`src/hdl/bffa_pkg.sv`:
```
package bffa_pkg;

  localparam int WORD_BITS  = 8;
  localparam int INDEX_BITS = 13;
  localparam int LIMIT_BITS = 14;
  localparam int MODE_BITS  = 2;
  localparam int STAT_BITS  = 2;

  // bit select within a map word
  localparam logic [2:0] BIT_SEL_MASK = 3'b111;

  localparam logic [LIMIT_BITS-1:0] LIMIT_RESET = 14'd8192;

  localparam logic [MODE_BITS-1:0] MODE_ALLOC   = 2'd0;
  localparam logic [MODE_BITS-1:0] MODE_CLAIM   = 2'd1;
  localparam logic [MODE_BITS-1:0] MODE_RELEASE = 2'd2;

  localparam logic [STAT_BITS-1:0] ST_OK     = 2'd0;
  localparam logic [STAT_BITS-1:0] ST_IN_USE = 2'd1;
  localparam logic [STAT_BITS-1:0] ST_RANGE  = 2'd2;
  localparam logic [STAT_BITS-1:0] ST_FULL   = 2'd3;

  typedef logic [WORD_BITS-1:0] word_t;

  typedef struct packed {
    logic rd_en;
    logic wr_en;
  } mem_ctl_t;

  typedef enum logic [5:0] {
    S_CLEAR = 6'b000001,
    S_IDLE  = 6'b000010,
    S_RD    = 6'b000100,
    S_MOD   = 6'b001000,
    S_SCAN  = 6'b010000,
    S_FIN   = 6'b100000
  } state_t;

endpackage

```
`src/hdl/bffa_ctrl.sv`:
```
module bffa_ctrl #(
  parameter int MAP_BITS = 8192,
  localparam int MAP_WORDS = (MAP_BITS + 7) / 8,
  localparam int AW = (MAP_WORDS > 1) ? $clog2(MAP_WORDS) : 1
) (
  input  logic                                clk,
  input  logic                                rst,
  input  logic [bffa_pkg::LIMIT_BITS-1:0]     lim,
  input  logic                                req_valid,
  output logic                                req_stall,
  input  logic [bffa_pkg::MODE_BITS-1:0]      mode,
  input  logic [bffa_pkg::INDEX_BITS-1:0]     index,
  output logic                                rsp_valid,
  input  logic                                rsp_stall,
  output logic [bffa_pkg::INDEX_BITS-1:0]     result_index,
  output logic [bffa_pkg::STAT_BITS-1:0]      status,
  output bffa_pkg::mem_ctl_t                  mem_ctl,
  output logic [AW-1:0]                       rd_addr,
  output logic [AW-1:0]                       wr_addr,
  output bffa_pkg::word_t                     wr_data,
  input  bffa_pkg::word_t                     rd_data
);

  localparam int CW = $clog2(MAP_WORDS + 1);
  localparam int ZW = (CW + 3 > bffa_pkg::LIMIT_BITS) ? CW + 3 : bffa_pkg::LIMIT_BITS;
  localparam int LIM_CAP = (MAP_BITS < 16383) ? MAP_BITS : 16383;
  localparam int LW = bffa_pkg::LIMIT_BITS;
  localparam int IW = bffa_pkg::INDEX_BITS;

  bffa_pkg::state_t state;

  logic [AW-1:0]                     clr_ptr;
  logic [bffa_pkg::MODE_BITS-1:0]    mode_q;
  logic [IW-1:0]                     idx_q;
  logic [LW-1:0]                     lim_q;
  logic [CW-1:0]                     nwords_q;
  logic [CW-1:0]                     rd_ptr;
  logic [CW-1:0]                     chk_ptr;
  logic                              chk_valid;
  logic [IW-1:0]                     res_q;
  logic [bffa_pkg::STAT_BITS-1:0]    st_q;

  logic [LW-1:0]         lim_eff;
  logic                  accept;
  logic                  issue;
  logic                  out_load;
  logic [AW-1:0]         idx_word;
  bffa_pkg::word_t       bit_mask;
  logic                  hit;
  logic                  write_mod;
  bffa_pkg::word_t       mod_data;
  bffa_pkg::word_t       valid_mask;
  bffa_pkg::word_t       free_bits;
  logic                  found;
  logic [2:0]            found_bit;
  bffa_pkg::word_t       found_mask;
  logic [ZW-1:0]         base;

  assign lim_eff = (lim > LW'(LIM_CAP)) ? LW'(LIM_CAP) : lim;
  assign req_stall = (state != bffa_pkg::S_IDLE);
  assign accept = req_valid && (state == bffa_pkg::S_IDLE);
  assign issue = (state == bffa_pkg::S_SCAN) && (rd_ptr < nwords_q);
  assign out_load = (state == bffa_pkg::S_FIN) && (!rsp_valid || !rsp_stall);

  assign idx_word = AW'(idx_q >> 3);
  assign bit_mask = bffa_pkg::word_t'(8'b1 << (idx_q[2:0] & bffa_pkg::BIT_SEL_MASK));
  assign hit = (rd_data & bit_mask) != '0;
  assign write_mod = !((mode_q == bffa_pkg::MODE_CLAIM) && hit);
  assign mod_data = (mode_q == bffa_pkg::MODE_CLAIM) ? (rd_data | bit_mask)
                                                     : (rd_data & ~bit_mask);

  // lowest free bit of the word under check, entries at or above the limit masked
  assign base = ZW'({chk_ptr, 3'b000});

  always_comb begin
    valid_mask = '0;
    for (int b = 0; b < bffa_pkg::WORD_BITS; b++) begin
      valid_mask[b] = (base + ZW'(b)) < ZW'(lim_q);
    end
  end

  assign free_bits = ~rd_data & valid_mask;
  assign found = free_bits != '0;

  always_comb begin
    found_bit = '0;
    for (int b = bffa_pkg::WORD_BITS - 1; b >= 0; b--) begin
      if (free_bits[b]) begin
        found_bit = 3'(b);
      end
    end
  end

  assign found_mask = bffa_pkg::word_t'(8'b1 << found_bit);

  always_comb begin
    mem_ctl = '0;
    rd_addr = '0;
    wr_addr = '0;
    wr_data = '0;
    case (state)
      bffa_pkg::S_CLEAR: begin
        mem_ctl.wr_en = 1'b1;
        wr_addr = clr_ptr;
      end
      bffa_pkg::S_RD: begin
        mem_ctl.rd_en = 1'b1;
        rd_addr = idx_word;
      end
      bffa_pkg::S_MOD: begin
        mem_ctl.wr_en = write_mod;
        wr_addr = idx_word;
        wr_data = mod_data;
      end
      bffa_pkg::S_SCAN: begin
        mem_ctl.rd_en = issue;
        rd_addr = rd_ptr[AW-1:0];
        mem_ctl.wr_en = chk_valid && found;
        wr_addr = chk_ptr[AW-1:0];
        wr_data = rd_data | found_mask;
      end
      default: begin
      end
    endcase
  end

  always_ff @(posedge clk) begin
    if (rst) begin
      state <= bffa_pkg::S_CLEAR;
      clr_ptr <= '0;
      rsp_valid <= 1'b0;
      chk_valid <= 1'b0;
    end else begin
      if (out_load) begin
        rsp_valid <= 1'b1;
        result_index <= res_q;
        status <= st_q;
      end else if (!rsp_stall) begin
        rsp_valid <= 1'b0;
      end

      case (state)
        bffa_pkg::S_CLEAR: begin
          clr_ptr <= clr_ptr + AW'(1);
          if (clr_ptr == AW'(MAP_WORDS - 1)) begin
            state <= bffa_pkg::S_IDLE;
          end
        end
        bffa_pkg::S_IDLE: begin
          if (accept) begin
            mode_q <= mode;
            idx_q <= index;
            lim_q <= lim_eff;
            nwords_q <= CW'(((LW + 1)'(lim_eff) + (LW + 1)'(7)) >> 3);
            rd_ptr <= '0;
            chk_valid <= 1'b0;
            res_q <= '0;
            case (mode)
              bffa_pkg::MODE_ALLOC: begin
                if (lim_eff == '0) begin
                  st_q <= bffa_pkg::ST_FULL;
                  state <= bffa_pkg::S_FIN;
                end else begin
                  state <= bffa_pkg::S_SCAN;
                end
              end
              bffa_pkg::MODE_CLAIM, bffa_pkg::MODE_RELEASE: begin
                if (LW'(index) >= lim_eff) begin
                  st_q <= bffa_pkg::ST_RANGE;
                  state <= bffa_pkg::S_FIN;
                end else begin
                  state <= bffa_pkg::S_RD;
                end
              end
              default: begin
                st_q <= bffa_pkg::ST_RANGE;
                state <= bffa_pkg::S_FIN;
              end
            endcase
          end
        end
        bffa_pkg::S_RD: begin
          state <= bffa_pkg::S_MOD;
        end
        bffa_pkg::S_MOD: begin
          if (write_mod) begin
            st_q <= bffa_pkg::ST_OK;
            res_q <= idx_q;
          end else begin
            st_q <= bffa_pkg::ST_IN_USE;
            res_q <= '0;
          end
          state <= bffa_pkg::S_FIN;
        end
        bffa_pkg::S_SCAN: begin
          if (issue) begin
            rd_ptr <= rd_ptr + CW'(1);
          end
          chk_valid <= issue;
          chk_ptr <= rd_ptr;
          if (chk_valid) begin
            if (found) begin
              res_q <= IW'(base + ZW'(found_bit));
              st_q <= bffa_pkg::ST_OK;
              state <= bffa_pkg::S_FIN;
            end else if (!issue) begin
              res_q <= '0;
              st_q <= bffa_pkg::ST_FULL;
              state <= bffa_pkg::S_FIN;
            end
          end
        end
        bffa_pkg::S_FIN: begin
          if (out_load) begin
            state <= bffa_pkg::S_IDLE;
          end
        end
        default: begin
          state <= bffa_pkg::S_IDLE;
        end
      endcase
    end
  end

endmodule

```
`config.mk`:
```
export PLATFORM = sky130hd
export DESIGN_NAME = bffa_ctrl
export DESIGN_NICKNAME = d
export VERILOG_FILES = /design/src/hdl/bffa_pkg.sv /design/src/hdl/bffa_ctrl.sv
export SDC_FILE = /design/constraint.sdc
export NUM_CORES = 1
export LEC_CHECK = 0
export BUFFER_PORTS_ARGS = -buffer_cell sky130_fd_sc_hd__buf_2
export CORE_MARGIN = 10
export CORE_UTILIZATION = 62
export DETAILED_ROUTE_END_ITERATION = 6
export GPL_TIMING_DRIVEN = 0
export HOLD_SLACK_MARGIN = 0.02
export PLACE_DENSITY = 0.85
export RECOVER_POWER = 100
export SETUP_SLACK_MARGIN = 0.02
export SYNTH_ARGS = -nofsm -noshare
export SYNTH_HDL_FRONTEND = slang
export SYNTH_SLANG_ARGS = --single-unit
```
`constraint.sdc`:
```
create_clock -name clk -period 7.9 [get_ports clk]
set_clock_uncertainty 0.1 [all_clocks]
set_input_delay 0.79 -clock clk [delete_from_list [all_inputs] [get_ports clk]]
set_output_delay 0.79 -clock clk [all_outputs]
set_load 0.02 [all_outputs]
```
# After elaboration in Yosys (flattened, before gate mapping)
# Cells that the tools add are included.
[word_totals]
regBits = 110
word_cells = 137
[op_classes]
n_addsub = 11
n_lt_le_gt_ge = 11
eq_ne = 20
n_shift = 2
mux = 47
bitwise = 8
n_reduce_logical = 24
[ops]
columns = ["operator", "n"]
rows = [
  ["$lt A14 B14 Y1", 8],
  ["$add A14 B3 Y14 const B", 5],
  ["$mux W13", 5],
  ["$mux W6", 8],
  ["$pmux W13 S3", 1],
  ["$pmux W6 S6", 1],
  ["$pmux W10 S3", 1],
  ["$add A14 B2 Y14 const B", 2],
  ["$and A8 B8 Y8", 3],
  ["$mux W3", 8],
  ["$mux W11", 2],
  ["$pmux W11 S2", 1],
  ["$pmux W10 S2", 1],
  ["$not A8 Y8", 2],
  ["$or A8 B8 Y8", 2],
  ["$pmux W8 S2", 1],
  ["$reduce_bool A8 Y1", 2],
  ["$shl A1 B3 Y8 const A", 2],
  ["$add A14 B1 Y14 const B", 1],
  ["$ge A13 B14 Y1", 1],
  ["$gt A14 B14 Y1 const B", 1],
  ["$logic_not A14 Y1", 1],
  ["$mux W14", 1],
  ["$add A13 B3 Y13", 1],
  ["37 further kinds", 62],
]

# Longest topological paths before layout
# Gate-level depths: netlist of the first run.
[logic_depth]
ltp_word = 15
ltp_mapped = 13
depth_no_buf = 12

# Least setup slack after synthesis of the first run
# OpenSTA, ideal clock, no wires.
[synth_timing]
path_type = "input to register"
startpoint = "in lim[4] in the netlist's numbering"
endpoint = "reg state[2]"
setup_time_ns = 0.096
arrival_ns = 3.324
required_ns = 7.704
setup_slack_ns = 4.380
path_stages = 13
path_cell_list = "nor4_1 > nand4_1 > and2_1 > clkbuf_1 > nand2b_1 > ha_1 > a21o_1 > a211o_1 > nor3_1 > o41a_1 > nor3_1 > a2111oi_0 > nor4b_1"
[synth_via]
elab_chain_len = 7
[synth_rtl]
columns = ["item", "line", "source"]
rows = [
  ["from (decl)", "bffa_ctrl.sv:8", "input logic [bffa_pkg::LIMIT_BITS-1:0] lim,"],
  ["$gt A14 B14 Y1", "bffa_ctrl.sv:59", "assign lim_eff = (lim > LW'(LIM_CAP)) ? LW'(LIM_CAP) : lim;"],
  ["$mux W14 *", "bffa_ctrl.sv:59", ""],
  ["$ge A13 B14 Y1 *", "bffa_ctrl.sv:168", "if (LW'(index) >= lim_eff) begin"],
  ["$mux W6 *", "bffa_ctrl.sv:168", ""],
  ["$pmux W6 S2 *", "bffa_ctrl.sv:158", "case (mode)"],
  ["$mux W6 *", "bffa_ctrl.sv:150", "if (accept) begin"],
  ["$pmux W6 S6 *", "bffa_ctrl.sv:142", "case (state)"],
  ["to (signal assigned)", "bffa_ctrl.sv:146", "state <= bffa_pkg::S_IDLE;"],
  ["to (signal assigned)", "bffa_ctrl.sv:162", "state <= bffa_pkg::S_FIN;"],
  ["to (signal assigned)", "bffa_ctrl.sv:170", "state <= bffa_pkg::S_FIN;"],
  ["to (decl)", "bffa_ctrl.sv:30", "bffa_pkg::state_t state;"],
]
# Every way passes the cells marked *; elsewhere a longest branch is shown, timed or not. The select of a mux whose other input is x is not followed.
# A chain may end at the register's enable or synchronous reset.

# Worst setup path after layout of the first run
[layout_timing]
startpoint = "reg chk_ptr[1]"
endpoint = "out wr_data[3]"
[layout_via]
elab_chain_len = 14
word_cells_on_any_way = 27
cone_classes = "7 x add/sub; 8 x order compare; 1 x shift; 9 x mux; 2 x bitwise"
[layout_rtl]
columns = ["item", "line", "source"]
rows = [
  ["from (decl)", "bffa_ctrl.sv:38", "logic [CW-1:0] chk_ptr;"],
  ["from (signal assigned)", "bffa_ctrl.sv:200", "chk_ptr <= rd_ptr;"],
  ["$add A14 B3 Y14", "bffa_ctrl.sv:78", "valid_mask[b] = (base + ZW'(b)) < ZW'(lim_q);"],
  ["$lt A14 B14 Y1", "bffa_ctrl.sv:78", ""],
  ["$and A8 B8 Y8 *", "bffa_ctrl.sv:82", "assign free_bits = ~rd_data & valid_mask;"],
  ["$mux W3 (7 in series)", "bffa_ctrl.sv:88", "if (free_bits[b]) begin"],
  ["$mux W3 *", "bffa_ctrl.sv:88", ""],
  ["$shl A1 B3 Y8 *", "bffa_ctrl.sv:94", "assign found_mask = bffa_pkg::word_t'(8'b1 << found_bit);"],
  ["$or A8 B8 Y8 *", "bffa_ctrl.sv:120", "wr_data = rd_data | found_mask;"],
  ["$pmux W8 S2 *", "bffa_ctrl.sv:101", "case (state)"],
  ["to (decl)", "bffa_ctrl.sv:20", "output bffa_pkg::word_t wr_data,"],
]
# Every way passes the cells marked *; elsewhere a longest branch is shown, timed or not.

==> results of run 1 <==
-- registers in the layout, summed over array words and instances, names as in the netlist --
| signal | cells |
|---|---|
| lim_q | 14 |
| idx_q | 13 |
| res_q | 13 |
| result_index | 13 |
| chk_ptr | 11 |
| nwords_q | 11 |
| rd_ptr | 11 |
| clr_ptr | 10 |
| state | 6 |
| mode_q | 2 |
| st_q | 2 |
| status | 2 |
| chk_valid | 1 |
| rsp_valid | 1 |
-- metal layers --
layer | share of wire (%) | track usage (%) | wire [um] | vias to the layer above
li1 | - | - | - | 2330
met1 | 39 | 27.56 | 6397 | 2381
met2 | 48 | 35.73 | 7771 | 263
met3 | 10 | 5.579 | 1640 | 51
met4 | 2.7 | 7.391 | 440 | 0
met5 | 0 | 0 | 0 | -
-- area by class of cell --
class	instances	area (um^2)	share of cell area, %
clock inverter	6	52.55	0.7666
timing repair buffer	88	364.1	5.311
sequential	110	3123	45.56
clock buffer	10	127.6	1.862
multi-input combinational	380	2716	39.62
inverter	58	217.7	3.176
buffer	22	87.58	1.278
tap	133	166.4	2.427
-- cells in the final DEF (no fill, tap or decap), types with 5 or more instances in the layout --
cell and n:
a21o_1 6, a21oi_1 28, a221o_1 5, a222oi_1 10
a22o_1 13, a32o_1 9, and3_1 5, buf_2 28
clkbuf_1 82, clkbuf_8 9, dfxtp_1 18, edfxtp_1 92
ha_1 39, inv_1 58, mux2i_1 5, nand2_1 24
nand2b_1 18, nand3_1 13, nand4_1 10, nor2_1 47
nor2b_1 10, nor3_1 15, nor3b_1 6, nor4_1 8
o21ai_0 19, or3_1 5, xnor2_1 10, xor2_1 15
-- worst paths after layout --
path                                 start               to  slack [ns]  cells after the start
worst max-delay path            chk_ptr[1]       wr_data[3]        3.16                      9
worst min-delay path              res_q[4]  result_index[4]        0.33                      0
worst max register to register   rd_ptr[2]         res_q[4]        3.22                      8
worst min register to register    res_q[4]  result_index[4]        0.33                      0
-- per-stage QoR --
stage	worst slack, ns	cells
6_report	3.160	807
3_3_place_gp	3.670	789
3_5_place_dp	3.609	791
5_1_grt	2.792	807
4_1_cts	3.587	807
2_1_floorplan	4.380	570
-- synth_stat cells (all sizes together), types with 3 or more instances --
master	count
nand4	11
a211oi	3
o21ai	20
or4	3
buf	4
inv	58
and3	5
or3	5
nor2	48
nor3	15
nand3b	3
a222oi	10
o31ai	3
a21o	6
nor3b	7
nand2	24
a221o	5
nand3	13
ha	39
mux2i	5
a22o	13
clkbuf	18
xor2	15
nor4	8
nor2b	10
or2	4
dfxtp	18
and2	4
a211o	3
nand2b	18
o211ai	3
edfxtp	92
a21oi	28
a32o	9
xnor2	10
o221ai	3
-- power groups by stage --
| stage | clock (uW) | sequential, uW | combinational (uW) |
|---|---|---|---|
| CTS | 318 | 642 | 127 |
| finish | 322 | 642 | 123 |
| global placement | 0 | 655 | 120 |
| detailed placement | 0 | 655 | 126 |
| global route | 343 | 644 | 137 |
| floorplan | 0 | 653 | 81.9 |
-- kinds of logic (layout without fill, tap and decap cells) --
family,after synthesis,after routing,share of synthesized area [%]
simple gates,183,183,16.37
compound gates,126,126,15.26
flops,110,110,50.45
buf+inv,80,184,4.952
fa+ha+maj,39,39,7.884
xor+xnor,25,25,3.537
mux,7,7,1.536
==> run_results.csv, run 1 <==
group,metric,value,unit
status,status,"finished, violations left",
status,violations,"DRC, capacitance limit, slew limit",
setup_path,end_kind,"output port",
synth,ys.flop_type,"edfxtp_1",
cts,clk_pin_slew,0.10,ns
finish,finish.utilization,70.46,%
setup_path,path_buf_inv,1,
place,io_buffers,86,
global_route,grt_usage,21.81,%
finish,drive_above_1_share,8.309,%
route,dr.first_iter.drc_count,612,
synth,synth_cell_types,72,
cts,cts-resized-gates,0,
power,power.internal,799.5,uW
flow_run,drv_cap,3,
global_route,grt_max_degree,37,
timing,fmax,211.0,MHz
setup_path,crit_type,"flop to output port",
place,placed_area,6835,um^2
place,gp_congestion,0.9729,
cts,ctsLongestPathBuffers,2,
timing,finalCritPeriodShare,60.01,%
cts,clkLatencyLatePin,0.38,ns
route,first_pass_iters,7,
floorplan,rows,36,
floorplan,dieArea,14380,um^2
power,p_sw_share,26.43,%
setup_path,worst-path-max-fanout,5,
cts,cts.htree.levels,3,
timing,rsz0062_at_grt,"false",
floorplan,initial_core_util,63.62,%
power,switchingPower,287.2,uW
setup_path,cp_data_arrival_time,3.85,ns
cts,root_buffer,"clkbuf_8",
cts,post_cts_buffers,0,
timing,maxSlewViolCount,62,
synth,synth_top_cell_by_area,"edfxtp_1",
power,power_density,158.5,nW/um^2
floorplan,die_w,119.9,um
route,drtAntennaViolNets,0,
synth,async_reset_ff_share,0,%
route,wirelength,16250,um
timing,setup_violations,0,
synth,ys_ff_latch,110,
finish,syn_to_final_growth,10.75,%
synth,seq_area_frac_synth,50.45,%
worst_hold_path,hold_class,"flop to flop",
global_route,grt_pass1_wl,25250,um
timing,finalHoldViolCount,0,
synth,synth_top_area_share,44.63,%
power,vdd_drop_max,0.1082,mV
route,via_per_inst,6.227,
synth,synth_area_leaders,"edfxtp_1, ha_1, dfxtp_1, inv_1, nor2_1",
route,wl_per_cell,20.14,um
cts,cts.sinks,110,
synth,synthCells,570,
floorplan,die_h,119.9,um
global_route,grt_overflow,0,
setup_path,crit_family,"compound AO/OA/AOI/OAI gates",
finish,fin_area,6855,um^2
floorplan,core_area,9729,um^2
synth,synth_edf_count,92,
finish,nFillCells,774,
power,p_leak,0.002668,uW
power,power_frac_comb,11.3,%
timing,period_minus_slack,4.740,ns
cts,cts_tree,"done",
synth,syn-num-nets,650,
setup_path,cp.required,7.01,ns
setup_path,crit_slowest_cell,"a211oi_1",
timing,tightestPinTransition,1.902,ns
synth,ys_warn_count,0,
timing,hold_ws,0.3297,ns
timing,max-slew-margin-rel,-26.79,%
timing,setup_tns,0,ns
cts,cts_made_buffers,9,
power,total_power,1087,uW
route,drc_errors,10,
cts,cts_hold_buf,0,
power,clock_power_share,29.6,%
synth,avgSynthCellArea,10.86,um^2
floorplan,ios,88,
synth,netlist_area,6190,um^2
finish,antennaDiodeCount,0,
finish,finalNetCount,749,
global_route,antenna_found_initial,0,
global_route,grt_pass1_vias,4940,
setup_path,crit_chain,"ha_1 > nand3_1 > a311oi_1 > a211o_1 > o21ai_1 > a211oi_1 > nand2b_1 > o31ai_1 > clkbuf_1",
place,dp_hpwl,12520,um
setup_path,cp_slowest_stage_delay,0.68,ns
power,pwr-share-seq,59.1,%
setup_path,cp-start-kind,"flop",
route,num_vias,5025,
(Power assumes the default switching activity.)
==> inputs of run 2 (changes only) <==
- CORE_UTILIZATION: 62 -> 52
- PLACE_DENSITY: 0.85 -> 0.76
- clock period: 7.9 -> 4.1 ns (I/O delays scaled with it)
==> run 2 against run 1 <==
Net effect: the flow finishes with violations (capacitance limit, slew limit); register-to-register slack got worse by 3.0 ns; critical endpoint is now mem_ctl[0]; sequential power increased by 93%; total power increased by 120%; clock power increased to 2.8 times the previous value.
==> run_results.csv, run 2 (synthesized netlist as in run 1, its figures left out) <==
group,metric,value,unit
finish,largest_reg_flops,14,
floorplan,initial_core_util,53.75,%
route,drc_errors,0,
status,status,"finished, violations left",
cts,clkLatencyLatePin,0.35,ns
setup_path,crit_slowest_cell,"nor3_1",
finish,finish.utilization,61.40,%
status,violations,"capacitance limit, slew limit",
place,dp_hpwl,12660,um
timing,period_minus_slack,3.907,ns
route,via_per_inst,6.027,
route,dr.first_iter.drc_count,548,
setup_path,timing.rr.start,"rd_ptr[2]",
setup_path,crit_top_cell,"a21oi_1",
timing,setup_tns,0,ns
floorplan,dieArea,16670,um^2
floorplan,die_h,129.1,um
cts,root_buffer,"clkbuf_16",
setup_path,cp_data_arrival_time,3.40,ns
floorplan,die_w,129.1,um
place,gp_congestion,0.9156,
floorplan,core_area,11520,um^2
finish,drive_above_1_share,13.37,%
global_route,grt_overflow,0,
cts,post_cts_buffers,0,
cts,clk_pin_slew,0.07,ns
finish,finalNetCount,748,
cts,cts_hold_buf,0,
global_route,antenna_found_initial,0,
timing,max-slew-margin-rel,-30.62,%
cts,cts_made_buffers,9,
floorplan,rows,39,
cts,ctsLongestPathBuffers,2,
setup_path,rrSetupSlack,0.23,ns
route,wl_per_cell,19.93,um
route,first_pass_iters,5,
route,num_vias,4918,
timing,maxSlewViolCount,16,
power,vdd_drop_max,0.2491,mV
setup_path,end_kind,"output port",
timing,finalHoldViolCount,0,
worst_hold_path,min_from,"index[1]",
route,drtAntennaViolNets,0,
flow_run,drv_cap,1,
global_route,grt_pass1_wl,25430,um
global_route,grt_pass1_vias,4655,
cts,cts_tree,"done",
finish,antennaDiodeCount,0,
global_route,grt_usage,19.42,%
timing,finalCritPeriodShare,95.28,%
timing,fmax,256.0,MHz
setup_path,crit_type,"flop to output port",
timing,rsz0062_at_grt,"false",
place,io_buffers,86,
power,total_power,2366,uW
finish,nFillCells,942,
floorplan,ios,88,
setup_path,cp-start-kind,"flop",
setup_path,worst-path-max-fanout,6,
setup_path,cp_slowest_stage_delay,0.50,ns
route,wirelength,16260,um
cts,cts.sinks,110,
finish,largest-register,"lim_q",
worst_hold_path,hold_depth,1,
finish,syn_to_final_growth,14.23,%
timing,setup_violations,0,
power,p_leak,0.002848,uW
timing,tightestPinTransition,1.955,ns
cts,cts.htree.levels,3,
global_route,grt_max_degree,36,
finish,final_cell_mix,"edfxtp_1, inv_1, buf_2",
setup_path,reg2reg_depth,8,
cts,cts-resized-gates,0,
finish,layout_commonest_cell,"edfxtp_1",
setup_path,cp.required,3.59,ns
setup_path,r2r-end,"res_q[6]",
power,power_density,334.6,nW/um^2
worst_hold_path,hold_path_end,"idx_q[1]",
setup_path,crit_chain,"ha_1 > nand4_1 > nor3_1 > a21oi_1 > a21oi_1 > a21oi_1 > and2_4 > a211o_1 > buf_2",
worst_hold_path,hold_class,"primary input to flop",
[run 2: cell count changes in the layout (fill, tap and decap cells not counted), sizes merged]
cell and change:
clkinv +1, buf +27, clkbuf -26, inv -3
[run 2: routing by layer]
metal | part of all wire (%) | track usage, % | vias to the layer above
met5 | 0 | 0 | -
met4 | 1.9 | 6.087 | 0
met3 | 8.3 | 4.731 | 22
met2 | 49 | 32.31 | 230
met1 | 41 | 24.43 | 2337
li1 | - | - | 2329
[run 2: worst max-delay path, delay by kind of cell, from the launching register on]
| family | cells | cell delay [ns] |
|---|---|---|
| AND/OR/NAND/NOR | 3 | 1.02 |
| buffers and inverters | 1 | 0.17 |
| adder cells (fa/ha/maj) | 1 | 0.33 |
| flip-flops | 1 | 0.45 |
| AO/OA/AOI/OAI | 4 | 1.06 |
[run 2: worst max path at each step]
stage / start / cells after the start / endpoint / slack, ns
after floorplan: state[2] / 4 / idx_q[0] / 0.59
after detailed placement: lim[4] / 14 / state[2] / 0.14
after global routing: chk_ptr[8] / 9 / mem_ctl[0] / 0.01
after global placement: chk_ptr[2] / 8 / res_q[5] / -0.12
after CTS: chk_ptr[9] / 9 / wr_data[7] / 0.23
final: chk_ptr[9] / 9 / mem_ctl[0] / 0.19
[run 2: power breakdown]
part           internal, uW  switching, uW  total [uW]  leakage (uW)
clock                   489            401         891      0.000156
combinational          92.4            146         239       0.00168
sequential             1220           19.2        1240       0.00101
total                  1800            567        2370       0.00285
[run 2: layout make-up]
cell class	instances	area, um^2	area share, %
plain buffers	22	88.84	1.256
clock buffers	12	277.8	3.929
clock inverters	4	35.03	0.4955
inverters	58	217.7	3.079
multi-input cells	380	2755	38.97
flip-flops and latches	110	3123	44.17
well taps	143	178.9	2.531
repair buffers	87	394.1	5.574
[run 2: metrics by stage]
| step | std cells | hold slack, ns | worst slack (ns) | cell area (um^2) |
|---|---|---|---|---|
| floorplan | 570 | 0.3003 | 0.5878 | 6190 |
| global placement | 799 | 0.3023 | -0.1228 | 6799 |
| detailed placement | 800 | 0.3045 | 0.1395 | 6837 |
| CTS | 816 | 0.1496 | 0.2291 | 7149 |
| global route | 816 | 0.1421 | 0.01150 | 7071 |
| finish | 816 | 0.1566 | 0.1934 | 7071 |
==> inputs of run 3 (changes only) <==
- ABC_AREA: default -> 1
==> run 3 against run 2 <==
Net effect: count of clock-buffer cells in the layout down 3; area after synthesis up 0.49%; die area up 0.41%; cell count up 18%; the run now ends clean; largest power group unchanged.
==> run_results.csv, run 3 <==
group,metric,value,unit
status,status,"finished, final reports clean",
cts,cts_tree,"done",
setup_path,cp.required,3.59,ns
synth,synth_edf_count,92,
synth,ys_ff_latch,110,
cts,root_buffer,"clkbuf_16",
cts,cts_hold_buf,0,
timing,tightestPinTransition,1.235,ns
synth,synthSimpleGateAreaFrac,20.24,%
finish,finalNetCount,891,
floorplan,dieArea,16740,um^2
finish,largest_reg_flops,14,
route,wl_met2,7532,um
synth,seq_area_frac_synth,50.21,%
timing,finalCritPeriodShare,90.19,%
route,via_per_inst,5.516,
floorplan,initial_core_util,53.78,%
synth,avgSynthCellArea,8.736,um^2
setup_path,reg2reg_depth,6,
setup_path,cp_data_arrival_time,3.19,ns
floorplan,core_area,11560,um^2
cts,clkLatencyLatePin,0.36,ns
cts,cts_made_buffers,9,
global_route,grt_pass1_vias,5070,
finish,syn_to_final_growth,13.08,%
timing,rsz0062_at_grt,"false",
cts,clk_pin_slew,0.07,ns
timing,period_minus_slack,3.698,ns
synth,netlist_top_cells_count,"inv_1, nand2_1, edfxtp_1, nor2_1, a21oi_1",
place,io_buffers,86,
timing,finalHoldViolCount,0,
route,drc_errors,0,
finish,final_cell_mix,"inv_1, nand2_1, edfxtp_1",
power,vdd_drop_max,0.2046,mV
finish,largest-register,"lim_q",
global_route,grt_pass1_wl,25020,um
route,first_pass_iters,5,
synth,ys.flop_type,"edfxtp_1",
floorplan,die_h,129.4,um
synth,synth_xor_area_share,0.1408,%
synth,synth_area_leaders,"edfxtp_1, ha_1, inv_1, nand2_1, dfxtp_1",
synth,ys_warn_count,0,
worst_hold_path,min_from,"index[1]",
worst_hold_path,hold_class,"primary input to flop",
power,total_power,2388,uW
synth,yosysMostFrequentCell,"inv_1",
route,wl_per_cell,16.77,um
setup_path,timing.rr.start,"state[4]",
synth,synth-compound-area-share,12.61,%
cts,post_cts_buffers,0,
synth,netlist_area,6220,um^2
power,power_density,339.5,nW/um^2
cts,ctsLongestPathBuffers,2,
synth,synth_top_family_by_area,"simple AND/OR/NAND/NOR gates",
synth,synth_cell_types,35,
worst_hold_path,hold_path_end,"idx_q[1]",
finish,antennaDiodeCount,0,
synth,yosys-mux-area-fraction,0,%
finish,drive_above_1_share,7.230,%
global_route,antenna_found_initial,0,
floorplan,rows,39,
setup_path,cp-start-kind,"flop",
worst_hold_path,hold_depth,1,
place,gp_congestion,0.9317,
finish,finish.utilization,60.81,%
timing,max-slew-margin-rel,17.05,%
timing,setup_tns,0,ns
route,met1_length,7028,um
global_route,grt_overflow,0,
synth,async_reset_ff_share,0,%
route,met3_length,1183,um
floorplan,ios,88,
floorplan,die_w,129.4,um
power,p_leak,0.003021,uW
route,dr.first_iter.drc_count,469,
synth,synth-adder-area-share,7.846,%
timing,fmax,270.4,MHz
synth,syn-num-nets,792,
global_route,grt_max_degree,31,
route,wirelength,16080,um
setup_path,crit_type,"flop to output port",
route,drtAntennaViolNets,0,
route,dr.max_layer_used,"met4",
synth,synth_top_cell_by_area,"edfxtp_1",
timing,setup_violations,0,
synth,synth_top_area_share,44.42,%
setup_path,end_kind,"output port",
synth,synthCells,712,
setup_path,worst-path-max-fanout,10,
cts,cts.sinks,110,
flow_run,drv_cap,0,
setup_path,r2r-end,"lim_q[5]",
timing,maxSlewViolCount,0,
cts,cts.htree.levels,3,
cts,cts-resized-gates,0,
place,dp_hpwl,13160,um
setup_path,rrSetupSlack,0.42,ns
route,num_vias,5290,
global_route,grt_usage,19.00,%
## run 3: metal layers
layer	vias to the layer above	track usage (%)
li1	2620	-
met1	2445	24.04
met2	198	31.31
met3	27	4.038
met4	0	7.224
met5	-	0
## run 3: cell type report
type | instances | area [um^2]
fillers | 1033 | 4532
flip-flops and latches | 110 | 3123
multi-input cells | 456 | 2474
inverters | 134 | 503.0
repair buffers | 88 | 387.9
clock buffers | 9 | 225.2
well taps | 143 | 178.9
clock inverters | 7 | 96.34
plain buffers | 12 | 45.04
## run 3: cell families after synthesis
| logic type | after synthesis |
|---|---|
| flops | 110 |
| compound gates | 132 |
| buf+inv | 146 |
| simple gates | 284 |
| xor+xnor | 1 |
| fa+ha+maj | 39 |
## run 3: how the worst max path moves through the flow
stage          cells past startpoint      start          to  slack (ns)
4_1_cts                           14  lim_q[13]  wr_data[5]        0.54
3_5_place_dp                      18    lim[11]     st_q[1]        0.58
2_1_floorplan                      5   state[5]    idx_q[0]        0.81
5_1_grt                            9   state[0]  rd_addr[1]        0.17
3_3_place_gp                       5   state[5]   idx_q[12]        0.15
6_report                           9   state[0]  wr_addr[7]        0.40
## run 3: metrics by stage
stage | cells | instance area, um^2 | setup slack, ns | hold slack (ns)
finish | 959 | 7033 | 0.4023 | 0.1508
global route | 959 | 7033 | 0.1662 | 0.1368
CTS | 959 | 7194 | 0.5382 | 0.1401
detailed placement | 943 | 6873 | 0.5837 | 0.3057
global placement | 941 | 6829 | 0.1453 | 0.3041
floorplan | 712 | 6220 | 0.8097 | 0.3003
## run 3: worst max-delay path: stages (launching register included)
cell      delay (ns)
dfxtp_1         0.34
nor2_1          0.16
inv_1           0.09
nor2_1          0.17
clkinv_1        0.09
nor3_1          0.94
clkbuf_1        0.50
nand2_1         0.16
o221ai_1        0.13
clkbuf_1        0.27
## run 3: report_power, final
group	total, uW	switching [uW]	internal, uW
sequential	1220	9.78	1210
combinational	224	153	71.6
clock	939	401	538
